### src/rtl/core/ymrx_pkg.sv
// Package for the YMODEM receive controller.
// Holds the protocol byte codes, block sizes, state and result types.
// Used by ymodem_receive_controller and ymrx_checker.
package ymrx_pkg;

  localparam int unsigned ShortBlock  = 128;
  localparam int unsigned LongBlock   = 1024;
  localparam int unsigned HeaderBytes = 3;

  localparam int unsigned IdxW      = 11;
  localparam int unsigned TdataOutW = 80;

  localparam logic [7:0] ByteSoh   = 8'h01;
  localparam logic [7:0] ByteStx   = 8'h02;
  localparam logic [7:0] ByteEot   = 8'h04;
  localparam logic [7:0] ReplyAck  = 8'h06;
  localparam logic [7:0] ReplyNak  = 8'h15;
  localparam logic [7:0] ReplyC    = 8'h43;
  localparam logic [7:0] CharZero  = 8'h30;
  localparam logic [7:0] CharNine  = 8'h39;
  localparam logic [7:0] CharSpace = 8'h20;

  localparam logic [IdxW-1:0] IdxMax = {IdxW{1'b1}};

  typedef enum logic [1:0] {
    KIND_WRITE = 2'd0,
    KIND_REPLY = 2'd1,
    KIND_ERASE = 2'd2,
    KIND_END   = 2'd3
  } kind_e;

  typedef enum logic [3:0] {
    PS_HEADER = 4'b0001,
    PS_DATA   = 4'b0010,
    PS_EOT2   = 4'b0100,
    PS_CLOSE  = 4'b1000
  } proto_state_e;

  typedef enum logic [1:0] {
    PT_OTHER = 2'd0,
    PT_SOH   = 2'd1,
    PT_STX   = 2'd2,
    PT_EOT   = 2'd3
  } packet_type_e;

  typedef enum logic [2:0] {
    HP_NAME = 3'b001,
    HP_SIZE = 3'b010,
    HP_DONE = 3'b100
  } header_phase_e;

  localparam logic [2:0] RegBaseAddr = 3'd0;

  typedef struct packed {
    kind_e       kind;
    logic [31:0] address;
    logic [7:0]  value;
    logic [31:0] erase_length;
    logic        session_ok;
    logic        last;
  } res_t;

endpackage

### src/rtl/core/ymodem_receive_controller.sv
// YMODEM receive controller: turns received packet bytes into flash writes,
// erase requests, protocol replies and session-end notices.
// Each input byte is registered, then its results are registered for output.
// Throughput: one input byte per cycle when the output is not stalled; a byte
// with k results (at most three) stalls the input until k-1 have been taken.
// Reset clears protocol state, counters, base address and all valid flags.
module ymodem_receive_controller (
  input  logic        clk_i,
  input  logic        rst_ni,
  // APB configuration port
  input  logic        psel,
  input  logic        penable,
  input  logic        pwrite,
  input  logic [2:0]  paddr,
  input  logic [31:0] pwdata,
  output logic [31:0] prdata,
  output logic        pready,
  // Input stream
  input  logic        s_axis_tvalid,
  output logic        s_axis_tready,
  input  logic [7:0]  s_axis_tdata,   // [7:0] rx_byte
  input  logic        s_axis_tlast,   // packet_end
  // Output stream
  output logic        m_axis_tvalid,
  input  logic        m_axis_tready,
  output logic [ymrx_pkg::TdataOutW-1:0] m_axis_tdata, // [31:0] out_address,
                                      // [39:32] out_value, [71:40] erase_length,
                                      // [72] session_ok, [79:73] zero
  output logic [1:0]  m_axis_tuser,   // [1:0] out_kind
  output logic        m_axis_tlast    // last
);

  localparam int unsigned IdxW = ymrx_pkg::IdxW;

  logic [31:0] base_q;

  logic              in_valid_q;
  logic [7:0]        byte_q;
  logic              end_q;

  ymrx_pkg::proto_state_e  ps_q, ps_d;
  ymrx_pkg::packet_type_e  pt_q, pt_d;
  ymrx_pkg::header_phase_e hp_q, hp_d;
  logic [IdxW-1:0]         idx_q, idx_d;
  logic [31:0]             acc_q, acc_d;
  logic [31:0]             fsize_q, fsize_d;
  logic [31:0]             offset_q, offset_d;

  ymrx_pkg::res_t res_q [3];
  ymrx_pkg::res_t res_d [3];
  logic [1:0]     rem_q;
  logic [1:0]     n_d;

  logic pop, advance;
  logic cfg_wr;

  assign pready = 1'b1;
  assign cfg_wr = psel && penable && pwrite && (paddr == ymrx_pkg::RegBaseAddr);
  assign prdata = (paddr == ymrx_pkg::RegBaseAddr) ? base_q : 32'd0;

  assign m_axis_tvalid = (rem_q != 2'd0);
  assign pop           = m_axis_tvalid && m_axis_tready;
  assign advance       = in_valid_q && ((rem_q == 2'd0) || ((rem_q == 2'd1) && pop));
  assign s_axis_tready = !in_valid_q || advance;

  assign m_axis_tuser = res_q[0].kind;
  assign m_axis_tlast = res_q[0].last;
  assign m_axis_tdata = {7'd0, res_q[0].session_ok, res_q[0].erase_length,
                         res_q[0].value, res_q[0].address};

  logic                    first;
  ymrx_pkg::packet_type_e  pt_cur;
  logic                    past_hdr;
  logic [35:0]             acc_x10;
  logic [7:0]              digit;
  logic [IdxW-1:0]         d;
  logic [31:0]             blk;
  logic [31:0]             remaining;
  logic                    is_data_pkt;
  logic                    wr_en;
  ymrx_pkg::res_t          r_write, r_erase, r_ack, r_nak, r_c, r_end;

  always_comb begin
    first    = (idx_q == '0);
    past_hdr = (idx_q >= IdxW'(ymrx_pkg::HeaderBytes));
    if (first) begin
      unique case (byte_q)
        ymrx_pkg::ByteSoh: pt_cur = ymrx_pkg::PT_SOH;
        ymrx_pkg::ByteStx: pt_cur = ymrx_pkg::PT_STX;
        ymrx_pkg::ByteEot: pt_cur = ymrx_pkg::PT_EOT;
        default:           pt_cur = ymrx_pkg::PT_OTHER;
      endcase
    end else begin
      pt_cur = pt_q;
    end
    pt_d  = pt_cur;
    hp_d  = first ? ymrx_pkg::HP_NAME : hp_q;
    acc_d = first ? 32'd0 : acc_q;

    digit = ((byte_q >= ymrx_pkg::CharZero) && (byte_q <= ymrx_pkg::CharNine))
            ? (byte_q - ymrx_pkg::CharZero) : 8'd0;
    acc_x10 = {1'b0, acc_d, 3'b000} + {3'b000, acc_d, 1'b0} + {28'd0, digit};

    if ((ps_q == ymrx_pkg::PS_HEADER) && past_hdr) begin
      unique case (hp_d)
        ymrx_pkg::HP_NAME: begin
          if (byte_q == 8'd0) begin
            hp_d = ymrx_pkg::HP_SIZE;
          end
        end
        ymrx_pkg::HP_SIZE: begin
          if (byte_q == ymrx_pkg::CharSpace) begin
            hp_d = ymrx_pkg::HP_DONE;
          end else begin
            acc_d = (acc_x10[35:32] != 4'd0) ? 32'hFFFF_FFFF : acc_x10[31:0];
          end
        end
        default: begin
        end
      endcase
    end

    is_data_pkt = (pt_cur == ymrx_pkg::PT_SOH) || (pt_cur == ymrx_pkg::PT_STX);
    blk         = (pt_cur == ymrx_pkg::PT_SOH) ? 32'(ymrx_pkg::ShortBlock)
                                               : 32'(ymrx_pkg::LongBlock);
    d           = idx_q - IdxW'(ymrx_pkg::HeaderBytes);
    remaining   = fsize_q - offset_q;
    wr_en       = (ps_q == ymrx_pkg::PS_DATA) && past_hdr && is_data_pkt &&
                  ({21'd0, d} < blk) && ({21'd0, d} < remaining);

    r_write              = '0;
    r_write.kind         = ymrx_pkg::KIND_WRITE;
    r_write.address      = base_q + offset_q + {21'd0, d};
    r_write.value        = byte_q;
    r_erase              = '0;
    r_erase.kind         = ymrx_pkg::KIND_ERASE;
    r_erase.address      = base_q;
    r_erase.erase_length = acc_d;
    r_ack                = '0;
    r_ack.kind           = ymrx_pkg::KIND_REPLY;
    r_ack.value          = ymrx_pkg::ReplyAck;
    r_nak                = r_ack;
    r_nak.value          = ymrx_pkg::ReplyNak;
    r_c                  = r_ack;
    r_c.value            = ymrx_pkg::ReplyC;
    r_end                = '0;
    r_end.kind           = ymrx_pkg::KIND_END;

    ps_d     = ps_q;
    fsize_d  = fsize_q;
    offset_d = offset_q;
    res_d[0] = wr_en ? r_write : '0;
    res_d[1] = '0;
    res_d[2] = '0;
    n_d      = wr_en ? 2'd1 : 2'd0;

    if (end_q) begin
      idx_d = '0;
      unique case (ps_q)
        ymrx_pkg::PS_HEADER: begin
          if (pt_cur == ymrx_pkg::PT_SOH) begin
            fsize_d  = acc_d;
            offset_d = 32'd0;
            res_d[0] = r_erase;
            res_d[1] = r_ack;
            res_d[2] = r_c;
            n_d      = 2'd3;
            ps_d     = ymrx_pkg::PS_DATA;
          end else begin
            res_d[0] = r_end;
            n_d      = 2'd1;
          end
        end
        ymrx_pkg::PS_DATA: begin
          if (is_data_pkt) begin
            offset_d = (remaining < blk) ? fsize_q : (offset_q + blk);
            if (wr_en) begin
              res_d[1] = r_ack;
              n_d      = 2'd2;
            end else begin
              res_d[0] = r_ack;
              n_d      = 2'd1;
            end
          end else if (pt_cur == ymrx_pkg::PT_EOT) begin
            res_d[0] = r_nak;
            n_d      = 2'd1;
            ps_d     = ymrx_pkg::PS_EOT2;
          end else begin
            ps_d = ymrx_pkg::PS_HEADER;
          end
        end
        ymrx_pkg::PS_EOT2: begin
          if (pt_cur == ymrx_pkg::PT_EOT) begin
            res_d[0] = r_ack;
            res_d[1] = r_c;
            n_d      = 2'd2;
            ps_d     = ymrx_pkg::PS_CLOSE;
          end
        end
        default: begin
          if (pt_cur == ymrx_pkg::PT_SOH) begin
            res_d[0]            = r_ack;
            res_d[1]            = r_end;
            res_d[1].session_ok = 1'b1;
            n_d                 = 2'd2;
            ps_d                = ymrx_pkg::PS_HEADER;
          end
        end
      endcase
    end else begin
      idx_d = (idx_q == ymrx_pkg::IdxMax) ? idx_q : (idx_q + IdxW'(1));
    end

    res_d[0].last = (n_d == 2'd1);
    res_d[1].last = (n_d == 2'd2);
    res_d[2].last = (n_d == 2'd3);
  end

  always_ff @(posedge clk_i or negedge rst_ni) begin
    if (!rst_ni) begin
      base_q     <= 32'd0;
      in_valid_q <= 1'b0;
      rem_q      <= 2'd0;
      ps_q       <= ymrx_pkg::PS_HEADER;
      pt_q       <= ymrx_pkg::PT_OTHER;
      hp_q       <= ymrx_pkg::HP_NAME;
      idx_q      <= '0;
      acc_q      <= 32'd0;
      fsize_q    <= 32'd0;
      offset_q   <= 32'd0;
    end else begin
      if (cfg_wr) begin
        base_q <= pwdata;
      end
      if (s_axis_tready) begin
        in_valid_q <= s_axis_tvalid;
      end
      if (advance) begin
        rem_q    <= n_d;
        ps_q     <= ps_d;
        pt_q     <= pt_d;
        hp_q     <= hp_d;
        idx_q    <= idx_d;
        acc_q    <= acc_d;
        fsize_q  <= fsize_d;
        offset_q <= offset_d;
      end else if (pop) begin
        rem_q <= rem_q - 2'd1;
      end
    end
  end

  always_ff @(posedge clk_i) begin
    if (s_axis_tvalid && s_axis_tready) begin
      byte_q <= s_axis_tdata;
      end_q  <= s_axis_tlast;
    end
    if (advance) begin
      res_q[0] <= res_d[0];
      res_q[1] <= res_d[1];
      res_q[2] <= res_d[2];
    end else if (pop) begin
      res_q[0] <= res_q[1];
      res_q[1] <= res_q[2];
    end
  end

endmodule

### config.mk
export PLATFORM = sky130hd
export DESIGN_NAME = ymodem_receive_controller
export DESIGN_NICKNAME = d
export VERILOG_FILES = /design/src/rtl/core/ymrx_pkg.sv /design/src/rtl/core/ymodem_receive_controller.sv
export SDC_FILE = /design/constraint.sdc
export NUM_CORES = 1
export LEC_CHECK = 0
export BUFFER_PORTS_ARGS = -buffer_cell sky130_fd_sc_hd__buf_2
export CORE_MARGIN = 2
export CORE_UTILIZATION = 50
export CTS_BUF_LIST = sky130_fd_sc_hd__clkbuf_8 sky130_fd_sc_hd__clkbuf_16
export CTS_CLUSTER_SIZE = 10
export DETAILED_ROUTE_END_ITERATION = 10
export MAX_ROUTING_LAYER = met4
export PLACE_DENSITY = 0.75
export RECOVER_POWER = 50
export SETUP_SLACK_MARGIN = 0.05
export SYNTH_ARGS = -nofsm -noshare
export SYNTH_HDL_FRONTEND = slang
export SYNTH_SLANG_ARGS = --single-unit
### constraint.sdc
create_clock -name clk_i -period 9.9 [get_ports clk_i]
set_input_delay 0.99 -clock clk_i [delete_from_list [all_inputs] [get_ports clk_i]]
set_output_delay 0.99 -clock clk_i [all_outputs]
set_load 0.005 [all_outputs]
==> Implementation_results.wiki, run 1 <==
{| class="wikitable"
! Metric !! Value
|-
| CP required || 10340 ps
|-
| Switching power as a share of total power || 0.353
|-
| Clock-pin slew of the registers on the worst-case setup and hold paths || 60 ps
|-
| Clock network fraction of design power || 0.277
|-
| Top FF cell, synth || sky130_fd_sc_hd__dfrtp_1
|-
| FMAX || 0.155 GHz
|-
| HPWL Detailed || 34900 um
|-
| Setup clock skew after layout || 15.0 ps
|-
| Detailed-route DRC error count || 0
|-
| Share of the core filled with cells || 0.546
|-
| Setup Viol. Count Final || 0
|-
| Final period util || 0.653
|-
| Worst r2r path cells || 23
|-
| Mapped Avg Cell Area || a little over 9 um2
|-
| Placed Instances || around 2500
|-
| Std-Cell Core Area || between 30000 and 40000 um2
|-
| Count of yosys warnings during synthesis || 0
|-
| Number of nets with antenna violations after routing || 0
|-
| Vias in the first global route || 14200
|-
| Fill cells || around 3200
|-
| Count of input and output buffers || 160
|-
| Deepest clock path buffer count || 3
|-
| Hold path start || acc_q[21]
|-
| Number of antenna cells inserted || 0
|-
| Violations in the final reports || max-capacitance violations, max-slew violations
|-
| Fraction of power consumed by combinational cells || 0.327
|-
| Main area contributors after synthesis || sky130_fd_sc_hd__dfrtp_1, sky130_fd_sc_hd__edfxtp_1, sky130_fd_sc_hd__ha_1
|-
| Largest fanout of any net on the critical path || 43
|-
| Summed instance area of the synthesized netlist || 18500 um2
|-
| Status || finished, violations left
|-
| Finished Cell Area || 19900 um2
|-
| Count of clock tree sinks || between 200 and 250
|-
| Total leakage power || 9.19 nW
|-
| Post-synthesis to final-layout area growth || 7.60%
|-
| Total design power || 3.47 mW
|-
| Wirelength per Cell || ~18 um
|-
| Startpoint of the most critical register-to-register path || idx_q[6]
|-
| Clock network latency to the later pin of the worst-skew pair || 560 ps
|-
| Worst min-delay path category || reg -> reg
|-
| Cells resized by post-CTS repair || 0
|-
| CTS Hold Buffers Added || 0
|-
| Normalized max-slew margin || -1.84
|-
| Type of element capturing the critical path || flip-flop
|-
| Non-filler cells in the finished layout || 2573
|-
| Max-cap violations || 4
|-
| Endpoint of the worst-slack reg-to-reg timing path || acc_q[11]
|-
| Overall track demand over capacity in global routing || 0.243
|-
| Total net switching power || 1.23 mW
|-
| Kind of start point of the critical path || flip-flop
|-
| Die outline width || 197 um
|-
| Unrepaired setup endpoints after global routing || false
|-
| Portion of synthesized cell area occupied by the leading cell type || 0.201
|-
| Detailed-router iteration count before antenna repair || 6
|-
| Cells after synthesis || 2026
|-
| Flop and latch count out of synthesis || around 240
|-
| Setup slack after placement || approximately 3500 ps
|-
| Initial cell density of the core || 0.507
|-
| Timing startpoint of the critical path || idx_q[6]
|-
| Clk root buf || sky130_fd_sc_hd__clkbuf_16
|-
| CTS tree || done
|-
| Most frequent cell after synthesis || sky130_fd_sc_hd__nand2_1
|-
| Number of endpoints with negative hold slack in the final report || 0
|-
| Cell taking the most area after synthesis || sky130_fd_sc_hd__dfrtp_1
|-
| Per-cell via count in the routed design || 5.83
|-
| Routed via count || ~15000
|-
| Most frequent cells after synthesis || sky130_fd_sc_hd__nand2_1, sky130_fd_sc_hd__ha_1, sky130_fd_sc_hd__o21ai_0
|-
| Instance area at placement || 19200 um2
|-
| Number of CTS-inserted buffers || 29
|-
| Row cnt || 70
|-
| Number of buffers added for setup after CTS || 0
|-
| Sink of the worst hold path || acc_q[21]
|-
| Actual transition at the worst max-transition pin || 4260 ps
|-
| Internal reg-to-reg setup slack || around 3400 ps
|-
| Final weighted congestion of routability-driven global placement || 0.924
|-
| Final #Nets || about 2300
|-
| Power density cells || around 170 nW/um2
|-
| Register area share after synthesis || 0.355
|-
| Die area || 38600 um2
|-
| Count of distinct cell types in the synthesized netlist || between 80 and 90
|-
| Relative contribution of sequential cells to total power || 0.396
|-
| Hold Slack || about 470 ps
|-
| Number of enable-type register cells in the synthesized netlist || 93
|-
| Cell Int Power || 2.24 mW
|-
| Global-route wire length before repair || ~74000 um
|-
| Number of H-tree levels || 1
|-
| Max-slew violation count || 190
|-
| Height of the die || 197 um
|-
| Final worst setup slack || 3440 ps
|-
| Number of design-rule violations left by the first detailed-router iteration || 1301
|-
| Final wirelength || 46100 um
|-
| Final Critical Period || 6460 ps
|-
| Post-synth ARST share || 0.619
|-
| Setup total negative slack || 0 ps
|-
| Top-level port count || 169
|-
| Fraction of final layout cells sized beyond drive strength 1 || 0.116
|-
| Antenna violations before repair || 0
|-
| Peak VDD IR || between 0.1 and 0.15 mV
|-
| Gr ovfl total || 0
|-
| Pin count of the biggest net entering global routing || 78
|-
| Worst path arrival time || 6900 ps
|-
| Cell count of the worst hold path || 2
|-
| WS Path Type || reg -> reg
|}
-- kinds of logic after synthesis --
logic type / synth area share
and+or+nand+nor: 0.170
other: 0.000405
muxes: 0.0471
adders and majority gates: 0.131
AOI/OAI and AO/OA: 0.174
buffers and inverters: 0.0766
xor gates and xnor gates: 0.0454
DFF: 0.355
-- state kept, by name, indices dropped and copies added, names as in the netlist --
| register | count |
|---|---|
| acc_q | 32 |
| base_q | 32 |
| byte_q | 8 |
| end_q | 1 |
| fsize_q | 32 |
| hp_q | 3 |
| idx_q | 11 |
| in_valid_q | 1 |
| offset_q | 32 |
| ps_q | 4 |
| pt_q | 2 |
| rem_q | 2 |
| res_q | 84 |
-- cell usage in the layout (no fill, tap or decap), drive strengths merged, types with 22 or more instances in the layout --
cell type	netlist	final
ha	164	164
a21o	54	54
inv	128	148
edfxtp	93	93
xor2	46	46
nor3	50	50
mux2	48	48
nand2	177	177
nor2	131	131
dfrtp	149	149
nand3	30	30
xnor2	50	50
mux2i	29	29
a211oi	22	22
and3	32	32
clkbuf	61	73
a21oi	105	105
o22ai	24	24
o21ai	171	171
and2	86	86
nand2b	28	28
buf	98	136
-- power groups by stage --
| stage | Clock [mW] | Combinational [mW] | Sequential, mW |
|---|---|---|---|
| after floorplan | 0 | 0.922 | 1.33 |
| after CTS | 0.977 | 1.15 | 1.37 |
| after global routing | 1.02 | 1.26 | 1.39 |
| final | 0.960 | 1.13 | 1.37 |
| after detailed placement | 0 | 1.14 | 1.39 |
| after global placement | 0 | 1.11 | 1.38 |
-- area by class of cell --
cell class / instances / area [um2] / share of cell area
multi-input cells: 1502 / 10600 / 0.530
flip-flops and latches: 244 / 6570 / 0.330
repair buffers: 177 / 870 / 0.0436
clock buffers: 32 / 767 / 0.0385
well taps: 468 / 586 / 0.0294
inverters: 128 / 480 / 0.0241
clock inverters: 22 / 90.1 / 0.00452
-- worst max-delay path, stage by stage (launching register included) --
cell                       delay (ps)
sky130_fd_sc_hd__dfrtp_1          460
sky130_fd_sc_hd__or3_1            380
sky130_fd_sc_hd__or4_1            480
sky130_fd_sc_hd__nor2_1           200
sky130_fd_sc_hd__nand3_1          110
sky130_fd_sc_hd__buf_4            260
sky130_fd_sc_hd__nand2_1          180
sky130_fd_sc_hd__inv_1             80
sky130_fd_sc_hd__fa_1             570
sky130_fd_sc_hd__inv_1             70
sky130_fd_sc_hd__fa_1             450
sky130_fd_sc_hd__nor2b_1          160
sky130_fd_sc_hd__o31a_1           180
sky130_fd_sc_hd__nor3_1            70
sky130_fd_sc_hd__o32a_1           420
sky130_fd_sc_hd__o211ai_1         360
sky130_fd_sc_hd__a41o_1           300
sky130_fd_sc_hd__nor3_1            90
sky130_fd_sc_hd__o41ai_2          400
sky130_fd_sc_hd__a211oi_2         100
sky130_fd_sc_hd__o21ai_2          120
sky130_fd_sc_hd__buf_4            420
sky130_fd_sc_hd__o22ai_1          230
sky130_fd_sc_hd__o21ai_0          220
-- how the worst max path moves through the flow --
stage	endpoint	slack, ps	cells past startpoint
after CTS	res_q[0][21]	3500	23
after floorplan	res_q[0][15]	4210	24
after global placement	res_q[0][21]	3630	23
final	acc_q[11]	3440	23
after detailed placement	res_q[0][21]	3520	23
after global routing	acc_q[18]	2980	23
-- metal layers --
layer / wire length, um / part of all wire / track usage / up-vias
li1: - / - / - / 7253
met1: 21300 / 0.46 / 0.345 / 7160
met2: 20600 / 0.45 / 0.374 / 517
met3: 3270 / 0.071 / 0.0272 / 64
met4: 884 / 0.019 / 0.0589 / 0
met5: 0 / 0 / - / -
Note: power is estimated with default switching activity, not from simulation.
==> run 2: changes to the inputs <==
- clock period: 9.9 -> 6.6 ns (I/O delays scaled with it)
==> Implementation_results.wiki, run 2 (synthesized netlist as in run 1, its figures left out) <==
{| class="wikitable"
! Metric !! Value
|-
| Status || finished, violations left
|-
| Violations in the final reports || max-capacitance violations, max-slew violations
|-
| Hold path start || s_axis_tdata[6]
|-
| Fraction of final layout cells sized beyond drive strength 1 || 0.117
|-
| Vias in the first global route || 14300
|-
| Wirelength per Cell || ~18 um
|-
| Top-level port count || around 170
|-
| Internal reg-to-reg setup slack || a little under 400 ps
|-
| Detailed-routed wire length on met3 || 2900 um
|-
| Worst min-delay path category || in -> reg
|-
| Setup clock skew after layout || 16.5 ps
|-
| CP required || between 6000 and 7000 ps
|-
| Routed via count || 15000
|-
| Antenna violations before repair || 0
|-
| Total leakage power || 9.20 nW
|-
| Final #Nets || 2315
|-
| WS Path Type || reg -> reg
|-
| Die area || 38600 um2
|-
| Hold Slack || 269 ps
|-
| Normalized max-slew margin || -2.05
|-
| Setup Viol. Count Final || 0
|-
| Number of H-tree levels || 1
|-
| Overall track demand over capacity in global routing || 0.244
|-
| Clock-pin slew of the registers on the worst-case setup and hold paths || 60 ps
|-
| Height of the die || 197 um
|-
| Kind of start point of the critical path || flip-flop
|-
| Peak VDD IR || around 0.21 mV
|-
| Count of input and output buffers || 160
|-
| Sink of the worst hold path || byte_q[6]
|-
| Std-Cell Core Area || 36500 um2
|-
| Final weighted congestion of routability-driven global placement || 0.931
|-
| Largest fanout of any net on the critical path || 43
|-
| Commonest cells after routing, fill and taps aside || sky130_fd_sc_hd__nand2_1, sky130_fd_sc_hd__ha_1, sky130_fd_sc_hd__o21ai_0, sky130_fd_sc_hd__dfrtp_1, sky130_fd_sc_hd__inv_1
|-
| Die outline width || 197 um
|-
| Number of CTS-inserted buffers || 29
|-
| Number of flip-flops under the largest register name || 84
|-
| Gr ovfl total || 0
|-
| Max-slew violation count || 238
|-
| Number of buffers added for setup after CTS || 0
|-
| Final Critical Period || ~6200 ps
|-
| Detailed-route DRC error count || 0
|-
| Unrepaired setup endpoints after global routing || false
|-
| Worst path arrival time || 6530 ps
|-
| Pin count of the biggest net entering global routing || 82
|-
| Final wirelength || 46000 um
|-
| Uppermost layer routed || met4
|-
| Number of endpoints with negative hold slack in the final report || 0
|-
| Cells resized by post-CTS repair || 0
|-
| Cell count of the worst hold path || 1
|-
| CTS tree || done
|-
| Worst r2r path cells || 22
|-
| Global-route wire length before repair || ~74000 um
|-
| Final worst setup slack || 397 ps
|-
| FMAX || 0.161 GHz
|-
| Power density cells || 261 nW/um2
|-
| Deepest clock path buffer count || 3
|-
| Number of nets with antenna violations after routing || 0
|-
| Row cnt || 70
|-
| Setup total negative slack || 0 ps
|-
| Post-synthesis to final-layout area growth || 7.68%
|-
| Clock network latency to the later pin of the worst-skew pair || 570 ps
|-
| Max-cap violations || 4
|-
| Final period util || 0.940
|-
| Most frequent standard cell in the layout excluding fill and tap cells || sky130_fd_sc_hd__nand2_1
|-
| Setup slack after placement || 381 ps
|-
| Clk root buf || sky130_fd_sc_hd__clkbuf_16
|-
| Number of antenna cells inserted || 0
|-
| Detailed-router iteration count before antenna repair || 5
|-
| Actual transition at the worst max-transition pin || 4570 ps
|-
| Routed length on met1 || 21600 um
|-
| Per-cell via count in the routed design || 5.85
|-
| HPWL Detailed || 34700 um
|-
| Endpoint of the worst-slack reg-to-reg timing path || res_q[0][8]
|-
| Number of design-rule violations left by the first detailed-router iteration || 1049
|-
| Initial cell density of the core || 0.507
|-
| Type of element capturing the critical path || flip-flop
|-
| Top reg by flops || res_q
|-
| Startpoint of the most critical register-to-register path || idx_q[6]
|-
| DR WL met2 || 20400 um
|-
| CTS Hold Buffers Added || 0
|-
| Count of clock tree sinks || about 240
|}
-- run 2: final cells by class --
| cell class | instances | area [um2] |
|---|---|---|
| inverters | 128 | 480 |
| clock buffers | 30 | 739 |
| flip-flops and latches | 244 | 6570 |
| multi-input cells | 1502 | 10600 |
| repair buffers | 176 | 882 |
| clock inverters | 24 | 111 |
| well taps | 468 | 586 |
| fillers | 3254 | 16600 |
-- run 2: routing by layer --
| metal | global-route usage | vias up |
|---|---|---|
| met3 | 0.0272 | 80 |
| met2 | 0.377 | 499 |
| met5 | - | - |
| li1 | - | 7238 |
| met1 | 0.344 | 7218 |
| met4 | 0.0654 | 0 |
-- run 2: worst max-delay path by stage --
stage | from | to | slack [ps] | cells past startpoint
after floorplan | idx_q[6] | res_q[0][15] | 910 | 24
after global placement | idx_q[6] | res_q[0][8] | 640 | 22
after detailed placement | idx_q[6] | res_q[0][6] | 380 | 22
after CTS | idx_q[6] | res_q[0][6] | 370 | 22
after global routing | idx_q[6] | res_q[0][8] | 90 | 22
final | idx_q[6] | res_q[0][8] | 400 | 22
-- run 2: where the power goes --
group	switching, mW	internal, mW
Clock	0.639	0.804
Combinational	1.06	0.654
Sequential	0.166	1.89
-- run 2: worst max-delay path, cell delays in order, from the launching register on --
cell	delay (ps)
sky130_fd_sc_hd__dfrtp_1	460
sky130_fd_sc_hd__or3_1	380
sky130_fd_sc_hd__or4_1	470
sky130_fd_sc_hd__nor2_1	150
sky130_fd_sc_hd__nand3_1	260
sky130_fd_sc_hd__buf_6	290
sky130_fd_sc_hd__nand2_1	190
sky130_fd_sc_hd__fa_1	420
sky130_fd_sc_hd__inv_1	70
sky130_fd_sc_hd__ha_1	260
sky130_fd_sc_hd__nor2b_1	160
sky130_fd_sc_hd__o31a_1	260
sky130_fd_sc_hd__nor3_1	220
sky130_fd_sc_hd__o32a_1	300
sky130_fd_sc_hd__o211ai_1	190
sky130_fd_sc_hd__a41o_1	320
sky130_fd_sc_hd__nor3_1	280
sky130_fd_sc_hd__o41ai_2	160
sky130_fd_sc_hd__a211oi_2	270
sky130_fd_sc_hd__o21ai_2	110
sky130_fd_sc_hd__buf_12	200
sky130_fd_sc_hd__o31a_1	330
sky130_fd_sc_hd__and2_1	160
-- run 2: per-stage QoR --
stage	instance area (um2)	instances	power, mW	utilization
2_1_floorplan	18600	2033	3.38	-
3_3_place_gp	19200	2518	3.73	0.525
3_5_place_dp	19200	2518	3.79	0.525
4_1_cts	20000	2572	5.24	0.548
5_1_grt	20000	2572	5.51	0.546
6_report	20000	2572	5.21	0.546
==> run 3: changes to the inputs <==
- CAP_MARGIN: unset -> 30
- PLACE_DENSITY: 0.75 -> 0.79
==> Implementation_results.wiki, run 3 (synthesized netlist as in run 1, its figures left out) <==
{| class="wikitable"
! Metric !! Value
|-
| Most frequent standard cell in the layout excluding fill and tap cells || sky130_fd_sc_hd__nand2_1
|-
| Detailed-router iteration count before antenna repair || 5
|-
| Number of design-rule violations left by the first detailed-router iteration || 1271
|-
| Hold path start || s_axis_tdata[2]
|-
| Row cnt || 70
|-
| Height of the die || 197 um
|-
| Global-route wire length before repair || 76300 um
|-
| Worst path arrival time || 6600 ps
|-
| WS Path Type || reg -> reg
|-
| Routed via count || roughly 15000
|-
| Status || finished, violations left
|-
| Sink of the worst hold path || byte_q[2]
|-
| CP required || 6930 ps
|-
| Initial cell density of the core || 0.507
|-
| Detailed-route DRC error count || 0
|-
| Deepest clock path buffer count || 3
|-
| Normalized max-slew margin || -1.70
|-
| Clock-pin slew of the registers on the worst-case setup and hold paths || about 60 ps
|-
| Startpoint of the most critical register-to-register path || idx_q[6]
|-
| Number of H-tree levels || 1
|-
| FMAX || 0.160 GHz
|-
| Non-filler cells in the finished layout || about 2600
|-
| Kind of start point of the critical path || flip-flop
|-
| Wirelength per Cell || roughly 18 um
|-
| Max-cap violations || 4
|-
| Final weighted congestion of routability-driven global placement || 0.916
|-
| Final Critical Period || 6270 ps
|-
| Count of clock tree sinks || 244
|-
| Fraction of final layout cells sized beyond drive strength 1 || 0.119
|-
| Gr ovfl total || 0
|-
| Final #Nets || 2319
|-
| Largest fanout of any net on the critical path || 43
|-
| Die area || 38600 um2
|-
| Worst r2r path cells || 22
|-
| Count of input and output buffers || 160
|-
| Worst min-delay path category || in -> reg
|-
| Final wirelength || about 47000 um
|-
| Share of the core filled with cells || 0.549
|-
| Final worst setup slack || 332 ps
|-
| Max-slew violation count || 185
|-
| Final period util || 0.950
|-
| Setup total negative slack || 0 ps
|-
| Post-synthesis to final-layout area growth || 8.20%
|-
| Placed Instances || 2522
|-
| Violations in the final reports || max-capacitance violations, max-slew violations
|-
| Per-cell via count in the routed design || 5.84
|-
| Std-Cell Core Area || approximately 37000 um2
|-
| CTS tree || done
|-
| Setup Viol. Count Final || 0
|-
| Overall track demand over capacity in global routing || 0.251
|-
| Setup clock skew after layout || 18.3 ps
|-
| Pin count of the biggest net entering global routing || 73
|-
| Number of antenna cells inserted || 0
|-
| Commonest cells after routing, fill and taps aside || sky130_fd_sc_hd__nand2_1, sky130_fd_sc_hd__ha_1, sky130_fd_sc_hd__o21ai_0, sky130_fd_sc_hd__dfrtp_1, sky130_fd_sc_hd__inv_1
|-
| Critical-path top delay cell || sky130_fd_sc_hd__or4_1
|-
| Unrepaired setup endpoints after global routing || false
|-
| Number of endpoints with negative hold slack in the final report || 0
|-
| Number of nets with antenna violations after routing || 0
|-
| Peak VDD IR || 0.274 mV
|-
| Clk root buf || sky130_fd_sc_hd__clkbuf_16
|-
| Hold Slack || 262 ps
|-
| HPWL Detailed || 35200 um
|-
| Power density cells || 264 nW/um2
|-
| Setup slack after placement || 482 ps
|-
| Number of flip-flops under the largest register name || 84
|-
| Actual transition at the worst max-transition pin || 4040 ps
|-
| Sequence of cells on the critical path || or3_1 > or4_1 > nor2_1 > nand3_1 > buf_6 > nand2_1 > fa_1 > inv_1 > ha_1 > nor2b_1 > o31a_1 > nor3_1 > o32a_1 > o211ai_1 > a41o_1 > nor3_1 > o41ai_2 > a211oi_2 > o21ai_2 > buf_12 > o31a_1 > and2_1
|-
| Type of element capturing the critical path || flip-flop
|-
| Cell count of the worst hold path || 1
|-
| Number of CTS-inserted buffers || 29
|-
| CP max stage delay || 460 ps
|-
| Top-level port count || roughly 170
|-
| Clock network latency to the later pin of the worst-skew pair || 580 ps
|-
| Vias in the first global route || 14500
|-
| CTS Hold Buffers Added || 0
|-
| Internal reg-to-reg setup slack || 330 ps
|-
| Antenna violations before repair || 0
|-
| Fill cells || 3242
|-
| Total leakage power || 9.26 nW
|-
| Top reg by flops || res_q
|-
| Endpoint of the worst-slack reg-to-reg timing path || res_q[0][8]
|-
| Die outline width || 197 um
|}
==> run 3: how the worst max path moves through the flow <==
| stage | end | start | depth (start not counted) | slack, ps |
|---|---|---|---|---|
| 2_1_floorplan | res_q[0][15] | idx_q[6] | 24 | 910 |
| 3_3_place_gp | res_q[0][8] | idx_q[6] | 22 | 660 |
| 3_5_place_dp | res_q[0][6] | idx_q[6] | 22 | 480 |
| 4_1_cts | res_q[0][8] | idx_q[6] | 22 | 430 |
| 5_1_grt | res_q[0][8] | idx_q[6] | 22 | 60 |
| 6_report | res_q[0][8] | idx_q[6] | 22 | 330 |
==> run 3: per-stage QoR <==
stage          area, um2  total power [mW]
2_1_floorplan      18600              3.38
3_3_place_gp       19200              3.73
3_5_place_dp       19200              3.79
4_1_cts            20100              5.31
5_1_grt            20100              5.60
6_report           20100              5.29
==> run 3: cell type report <==
| class | count | area [um2] | area share |
|---|---|---|---|
| multi-input cells | 1502 | 10600 | 0.527 |
| flip-flops and latches | 244 | 6570 | 0.328 |
| clock inverters | 22 | 125 | 0.00624 |
| clock buffers | 32 | 778 | 0.0388 |
| repair buffers | 180 | 936 | 0.0467 |
| well taps | 468 | 586 | 0.0292 |
| inverters | 128 | 480 | 0.0240 |
==> run 3: what timing repair did <==
action | 4_1_cts | 5_1_grt
setup buffers | 0 | 0
gates resized for setup | 0 | 2
setup endpoints to repair | 0 | 10
==> run 3: report_power, final <==
part	internal (mW)	switching, mW	total, mW
Clock	0.877	0.638	1.51
Combinational	0.661	1.06	1.72
Sequential	1.89	0.172	2.06
Total	3.43	1.87	5.29
==> run 3: metal layers <==
metal  share of wire  vias to the layer above  track usage
li1                -                     7268            -
met1            0.46                     7187        0.351
met2            0.45                      515        0.396
met3           0.065                       67       0.0272
met4           0.018                        0       0.0564
met5               0                        -            -
==> run 3: critical path, delay by kind of cell (launching register included) <==
kind | cells | cell delay (ps)
adders and majority gates | 2 | 680
buffers and inverters | 3 | 560
DFF | 1 | 450
AOI/OAI and AO/OA | 8 | 1980
and+or+nand+nor | 9 | 2300
